<file path="config.mk">
export PLATFORM = sky130hd
export DESIGN_NAME = periodic_interrupt_timer_core
export DESIGN_NICKNAME = d
export VERILOG_FILES = /design/src/hw/rtl/pit_pkg.sv /design/src/hw/rtl/pit_regs.sv /design/src/hw/rtl/periodic_interrupt_timer_core.sv
export SDC_FILE = /design/constraint.sdc
export NUM_CORES = 1
export LEC_CHECK = 0
export ABC_AREA = 0
export BUFFER_PORTS_ARGS = -buffer_cell sky130_fd_sc_hd__buf_2
export CAP_MARGIN = 20
export CORE_ASPECT_RATIO = 0.6
export CORE_MARGIN = 3
export CORE_UTILIZATION = 60
export CTS_CLUSTER_DIAMETER = 200
export CTS_CLUSTER_SIZE = 8
export DETAILED_ROUTE_END_ITERATION = 12
export PLACE_DENSITY_LB_ADDON = 0.12
export SLEW_MARGIN = 10
export SYNTH_ARGS = -nofsm -noshare
export SYNTH_HDL_FRONTEND = slang
export SYNTH_SLANG_ARGS = --single-unit
export TNS_END_PERCENT = 20
</file>
<file path="constraint.sdc">
create_clock -name clk -period 4.43 [get_ports clk]
set_clock_uncertainty 0.2 [all_clocks]
set_input_delay 0.886 -clock clk [delete_from_list [all_inputs] [get_ports clk]]
set_output_delay 0.886 -clock clk [all_outputs]
set_load 0.01 [all_outputs]
</file>
<file path="src/hw/rtl/pit_pkg.sv">
// package: constants, codes and types shared by the periodic interrupt timer
package pit_pkg;

  localparam int PIT_COUNTER_WIDTH  = 32;
  localparam int PIT_PRESCALE_WIDTH = 12;

  localparam int CTRL_WIDTH = 26;
  localparam int DATA_WIDTH = 32;

  // control register bit positions
  localparam int CTRL_EN   = 0;
  localparam int ENMOD     = 1;
  localparam int OCIEN     = 2;
  localparam int RLD       = 3;
  localparam int PRESCALER = 4;
  localparam int IOVW      = 17;
  localparam int CLKSRC    = 24;

  typedef enum logic [1:0] {
    MODE_TICK  = 2'd0,
    MODE_READ  = 2'd1,
    MODE_WRITE = 2'd2
  } pit_mode_t;

  typedef enum logic [2:0] {
    REG_CONTROL = 3'd0,
    REG_STATUS  = 3'd1,
    REG_LOAD    = 3'd2,
    REG_COMPARE = 3'd3,
    REG_COUNTER = 3'd4
  } pit_reg_t;

  // one bus beat or tick as it travels from the input stage to the register file
  typedef struct packed {
    logic [1:0]            mode;
    logic [2:0]            reg_index;
    logic [DATA_WIDTH-1:0] write_data;
  } pit_cmd_t;

  typedef struct packed {
    logic [DATA_WIDTH-1:0] read_data;
    logic                  irq;
  } pit_result_t;

endpackage

</file>
<file path="src/hw/rtl/pit_regs.sv">
// register file and counter update logic of the periodic interrupt timer
module pit_regs
  import pit_pkg::*;
#(
  parameter int COUNTER_WIDTH  = PIT_COUNTER_WIDTH,
  parameter int PRESCALE_WIDTH = PIT_PRESCALE_WIDTH
) (
  input  logic        clk,
  input  logic        rst,
  input  logic        step,
  input  pit_cmd_t    cmd,
  output pit_result_t result
);

  logic [CTRL_WIDTH-1:0]     control_bits, control_bits_next;
  logic                      compare_flag, compare_flag_next;
  logic [COUNTER_WIDTH-1:0]  load_value, load_value_next;
  logic [COUNTER_WIDTH-1:0]  compare_value, compare_value_next;
  logic [COUNTER_WIDTH-1:0]  count_value, count_value_next;
  logic [PRESCALE_WIDTH-1:0] prescale_count, prescale_count_next;

  logic [COUNTER_WIDTH-1:0]  data_masked;
  logic [CTRL_WIDTH-1:0]     ctrl_new;
  logic [PRESCALE_WIDTH-1:0] limit;
  logic [COUNTER_WIDTH-1:0]  count_step;
  logic [DATA_WIDTH-1:0]     read_value;
  logic                      tick_live;

  assign data_masked = COUNTER_WIDTH'(cmd.write_data);
  assign ctrl_new    = cmd.write_data[CTRL_WIDTH-1:0];
  assign limit       = control_bits[PRESCALER +: PRESCALE_WIDTH];
  assign tick_live   = control_bits[CTRL_EN] && (control_bits[CLKSRC +: 2] != 2'b00);

  // down count with reload or wrap to all ones at zero
  always_comb begin
    if (count_value == '0) begin
      count_step = control_bits[RLD] ? load_value : '1;
    end else begin
      count_step = count_value - COUNTER_WIDTH'(1);
    end
  end

  always_comb begin
    control_bits_next   = control_bits;
    compare_flag_next   = compare_flag;
    load_value_next     = load_value;
    compare_value_next  = compare_value;
    count_value_next    = count_value;
    prescale_count_next = prescale_count;
    read_value          = '0;
    case (cmd.mode)
      MODE_TICK: begin
        if (tick_live) begin
          if (prescale_count < limit) begin
            prescale_count_next = prescale_count + PRESCALE_WIDTH'(1);
          end else begin
            prescale_count_next = '0;
            count_value_next    = count_step;
            if (count_step == compare_value) begin
              compare_flag_next = 1'b1;
            end
          end
        end
      end
      MODE_READ: begin
        unique case (cmd.reg_index)
          REG_CONTROL: read_value = DATA_WIDTH'(control_bits);
          REG_STATUS:  read_value = DATA_WIDTH'(compare_flag);
          REG_LOAD:    read_value = DATA_WIDTH'(load_value);
          REG_COMPARE: read_value = DATA_WIDTH'(compare_value);
          REG_COUNTER: read_value = DATA_WIDTH'(count_value);
          default:     read_value = '0;
        endcase
      end
      MODE_WRITE: begin
        unique case (cmd.reg_index)
          REG_CONTROL: begin
            // restart on a rising enable when enable mode is set
            if (!control_bits[CTRL_EN] && ctrl_new[CTRL_EN] && ctrl_new[ENMOD]) begin
              count_value_next    = ctrl_new[RLD] ? load_value : '1;
              prescale_count_next = '0;
            end
            control_bits_next = ctrl_new;
          end
          REG_STATUS: begin
            if (cmd.write_data[0]) begin
              compare_flag_next = 1'b0;
            end
          end
          REG_LOAD: begin
            load_value_next = data_masked;
            if (control_bits[IOVW]) begin
              count_value_next = data_masked;
            end
          end
          REG_COMPARE: compare_value_next = data_masked;
          default: ;
        endcase
      end
      default: ;
    endcase
  end

  assign result = {read_value, compare_flag_next && control_bits_next[OCIEN]};

  always_ff @(posedge clk) begin
    if (rst) begin
      control_bits   <= '0;
      compare_flag   <= 1'b0;
      load_value     <= '1;
      compare_value  <= '0;
      count_value    <= '1;
      prescale_count <= '0;
    end else if (step) begin
      control_bits   <= control_bits_next;
      compare_flag   <= compare_flag_next;
      load_value     <= load_value_next;
      compare_value  <= compare_value_next;
      count_value    <= count_value_next;
      prescale_count <= prescale_count_next;
    end
  end

endmodule

</file>
<file path="src/hw/rtl/periodic_interrupt_timer_core.sv">
// Periodic interrupt timer core: each input beat is one timer clock tick or one
// bus read or write of the control, status, load, compare or counter register,
// and each gives exactly one result beat carrying read data (zero for ticks and
// writes) and the interrupt line after that beat. One beat is accepted every
// cycle while the output register is empty or its result is taken; a beat is
// held in the input register until it moves on, when the register file takes
// its update and its result is loaded into the output register. The output
// register lets a new beat enter while a result is still waiting to be taken.
module periodic_interrupt_timer_core
  import pit_pkg::*;
#(
  parameter int COUNTER_WIDTH  = PIT_COUNTER_WIDTH,
  parameter int PRESCALE_WIDTH = PIT_PRESCALE_WIDTH
) (
  input  logic                  clk,
  input  logic                  rst,
  input  logic                  in_valid,
  output logic                  in_ready,
  input  logic [1:0]            mode,
  input  logic [2:0]            reg_index,
  input  logic [DATA_WIDTH-1:0] write_data,
  output logic                  out_valid,
  input  logic                  out_ready,
  output logic [DATA_WIDTH-1:0] read_data,
  output logic                  irq
);

  logic        s1_valid;
  pit_cmd_t    s1_cmd;
  logic        advance;
  pit_result_t result;

  assign advance  = s1_valid && (!out_valid || out_ready);
  assign in_ready = !rst && (!s1_valid || advance);

  always_ff @(posedge clk) begin
    if (rst) begin
      s1_valid <= 1'b0;
    end else if (in_ready) begin
      s1_valid <= in_valid;
    end
  end

  always_ff @(posedge clk) begin
    if (in_valid && in_ready) begin
      s1_cmd.mode       <= mode;
      s1_cmd.reg_index  <= reg_index;
      s1_cmd.write_data <= write_data;
    end
  end

  pit_regs #(
    .COUNTER_WIDTH  (COUNTER_WIDTH),
    .PRESCALE_WIDTH (PRESCALE_WIDTH)
  ) u_regs (
    .clk    (clk),
    .rst    (rst),
    .step   (advance),
    .cmd    (s1_cmd),
    .result (result)
  );

  // result register
  always_ff @(posedge clk) begin
    if (rst) begin
      out_valid <= 1'b0;
    end else if (advance) begin
      out_valid <= 1'b1;
    end else if (out_ready) begin
      out_valid <= 1'b0;
    end
  end

  always_ff @(posedge clk) begin
    if (advance) begin
      read_data <= result.read_data;
      irq       <= result.irq;
    end
  end

endmodule
</file>
==> impl_metrics.tcl <==
set metrics [dict create \
    via_per_inst 6.82 \
    final_max_slew_viol_count 0 \
    nFillCells 1364 \
    synth_fp_nets 1311 \
    setup_viol 0 \
    cts_sinks 207 \
    maxCapViolCount 0 \
    drt_first_iter_violations 1862 \
    min_period_ns 4.04 \
    antenna_found_initial 0 \
    wirelength_um 39500 \
    hold_ws_ns 0.262 \
    max_slew_margin_pct 24.2 \
    gr-total-overflow 0 \
    critPathLaunchType "flop" \
    routabilityCongestion 1.07 \
    critPathKind "reg -> reg" \
    layout_commonest_cell "nand2_1" \
    grt_max_degree 83 \
    drt_first_pass_iters 7 \
    tritoncts "done" \
    clkLatencyLatePin_ns 0.54 \
    via_count 10600 \
    area_growth_pct 13.9 \
    cts_buffer_depth 3 \
    dieArea_um2 19600 \
    rrSetupSlack_ns 0.39 \
    dpl_worst_slack_ns 0.524 \
    numCtsBuffers 29 \
    layout_common_cells "nand2_1 (207), a21oi_1 (139), dfxtp_1 (137)" \
    dp_hpwl_um 28100 \
    die_w_um 179 \
    worst_slew_pin_slew_ns 1.13 \
    fmax_mhz 248 \
    fin_util_pct 70.5 \
    numPortBuffers 75 \
    syn_area_per_cell_um2 8.54 \
    grt_pass1_wl_um 58700 \
    fin_ws_ns 0.391 \
    async_reset_ff_share_pct 0 \
    rsz0062_at_grt "no" \
    ios 76 \
    n_antenna_cell 0 \
    fin_setup_tns_ns 0 \
    period_share_pct 91.2 \
    synthCells 1256 \
    cts_setup_buffers 0 \
    syn_area_um2 10700 \
    h-tree-depth 1 \
    worstHoldPathType "reg -> reg" \
    drive_gt1_share_pct 12.6 \
    ant_nets 0 \
    peakVddDrop_mv 0.338 \
    cp_data_arrival_time_ns 4.20 \
    cts_hold_buf 0 \
    placementRows 37 \
    cts-root-buf "clkbuf_16" \
    synth-seq-cells 207 \
    p_per_area_nw_per_um2 350 \
    leakage_uw 0.00444 \
    crit_path_end_kind "flop" \
    core_um2 17300 \
    netlist-cell-type-count 74 \
    outcome "complete, no violations" \
    finalHoldViolCount 0 \
    drc 0 \
    ys_seq_area_share_pct 45.2 \
    wl_per_cell_um 25.3 \
    synthFlopType "dfxtp_1" \
    yosys_warnings 0 \
    critPathMaxFanout 11 \
    dieHeight_um 110 \
    track_usage_pct 40.2 \
    power.total_uw 4270 \
    post_cts_resized 0 \
    start_util_pct 61.9 \
    grt_pass1_vias 9682 \
    clk_pin_slew_ns 0.05 \
    synth-edff-count 70 \
    nets 1361 \
    required_ns 4.59 \
]
## cells by family after synthesis
group	share of synthesized area [%]
xor+xnor	2.45
flops	45.2
mux	1.77
simple gates	21.1
buf+inv	5.22
fa+ha+maj	1.63
compound gates	22.7
## cell type report
class | instances | area (µm²) | share of cell area (%)
Clock buffer | 52 | 812 | 6.65
Clock inverter | 1 | 20.0 | 0.164
Inverter | 48 | 180 | 1.48
Multi-Input combinational cell | 904 | 5350 | 43.8
Sequential cell | 207 | 4840 | 39.7
Tap cell | 234 | 293 | 2.40
Timing Repair Buffer | 116 | 708 | 5.80
## synthesized netlist by cell type, types with 15 or more instances
library cell	n	area, µm²
nor2_1	81	304
nand2_1	208	781
a21oi_1	139	696
clkbuf_1	87	327
o211ai_1	52	390
mux2i_1	19	190
nand3_1	34	170
inv_1	47	176
nor4_1	15	93.8
nand3b_1	19	143
edfxtp_1	70	2100
xnor2_1	17	149
nor3_1	24	120
a22oi_1	55	413
dfxtp_1	137	2740
o21ai_0	28	140
## worst max-delay path, stage by stage, from the launching register on
cell and delay [ns]:
dfxtp_1 0.40, or4_4 0.60, nor4_4 0.52, and4_1 0.63
mux2i_1 0.20, nor2b_1 0.17, nor4_1 0.34, o2111a_1 0.27
nand4_1 0.21, o31ai_1 0.30
## metal layers
| metal | track usage (%) | share of wire [%] | vias to the layer above |
|---|---|---|---|
| li1 | - | - | 4672 |
| met1 | 62.3 | 43 | 4973 |
| met2 | 50.9 | 37 | 923 |
| met3 | 18.3 | 19 | 79 |
| met4 | 5.89 | 1.6 | 0 |
| met5 | 0 | 0 | - |
## report_power, final
part           internal [µW]  leakage [µW]  switching, µW
sequential              2000       0.00178           36.7
combinational           55.4       0.00226            131
clock                   1230      0.000394            821
total                   3280       0.00444            989
## state kept, by name (all words and copies together) (netlist names)
signal                 flops
u_regs.compare_value      32
out_valid                  1
u_regs.count_value        32
read_data                 32
u_regs.control_bits       26
u_regs.load_value         32
u_regs.prescale_count     12
irq                        1
s1_cmd                    37
s1_valid                   1
u_regs.compare_flag        1
## worst paths after layout
kind / depth (start not counted) / startpoint / end
setup / recovery: 9 / u_regs.count_value[19] / irq
hold / removal: 2 / u_regs.control_bits[20] / u_regs.control_bits[20]
setup reg to reg: 9 / u_regs.count_value[19] / irq
hold reg to reg: 2 / u_regs.control_bits[20] / u_regs.control_bits[20]
## stage by stage
step | cell area (µm²) | std cells
after global routing | 12200 | 1562
final | 12200 | 1562
after detailed placement | 11400 | 1509
after floorplan | 10700 | 1256
after CTS | 12200 | 1562
after global placement | 11400 | 1509
No activity file was read; power rests on OpenSTA's default activity.
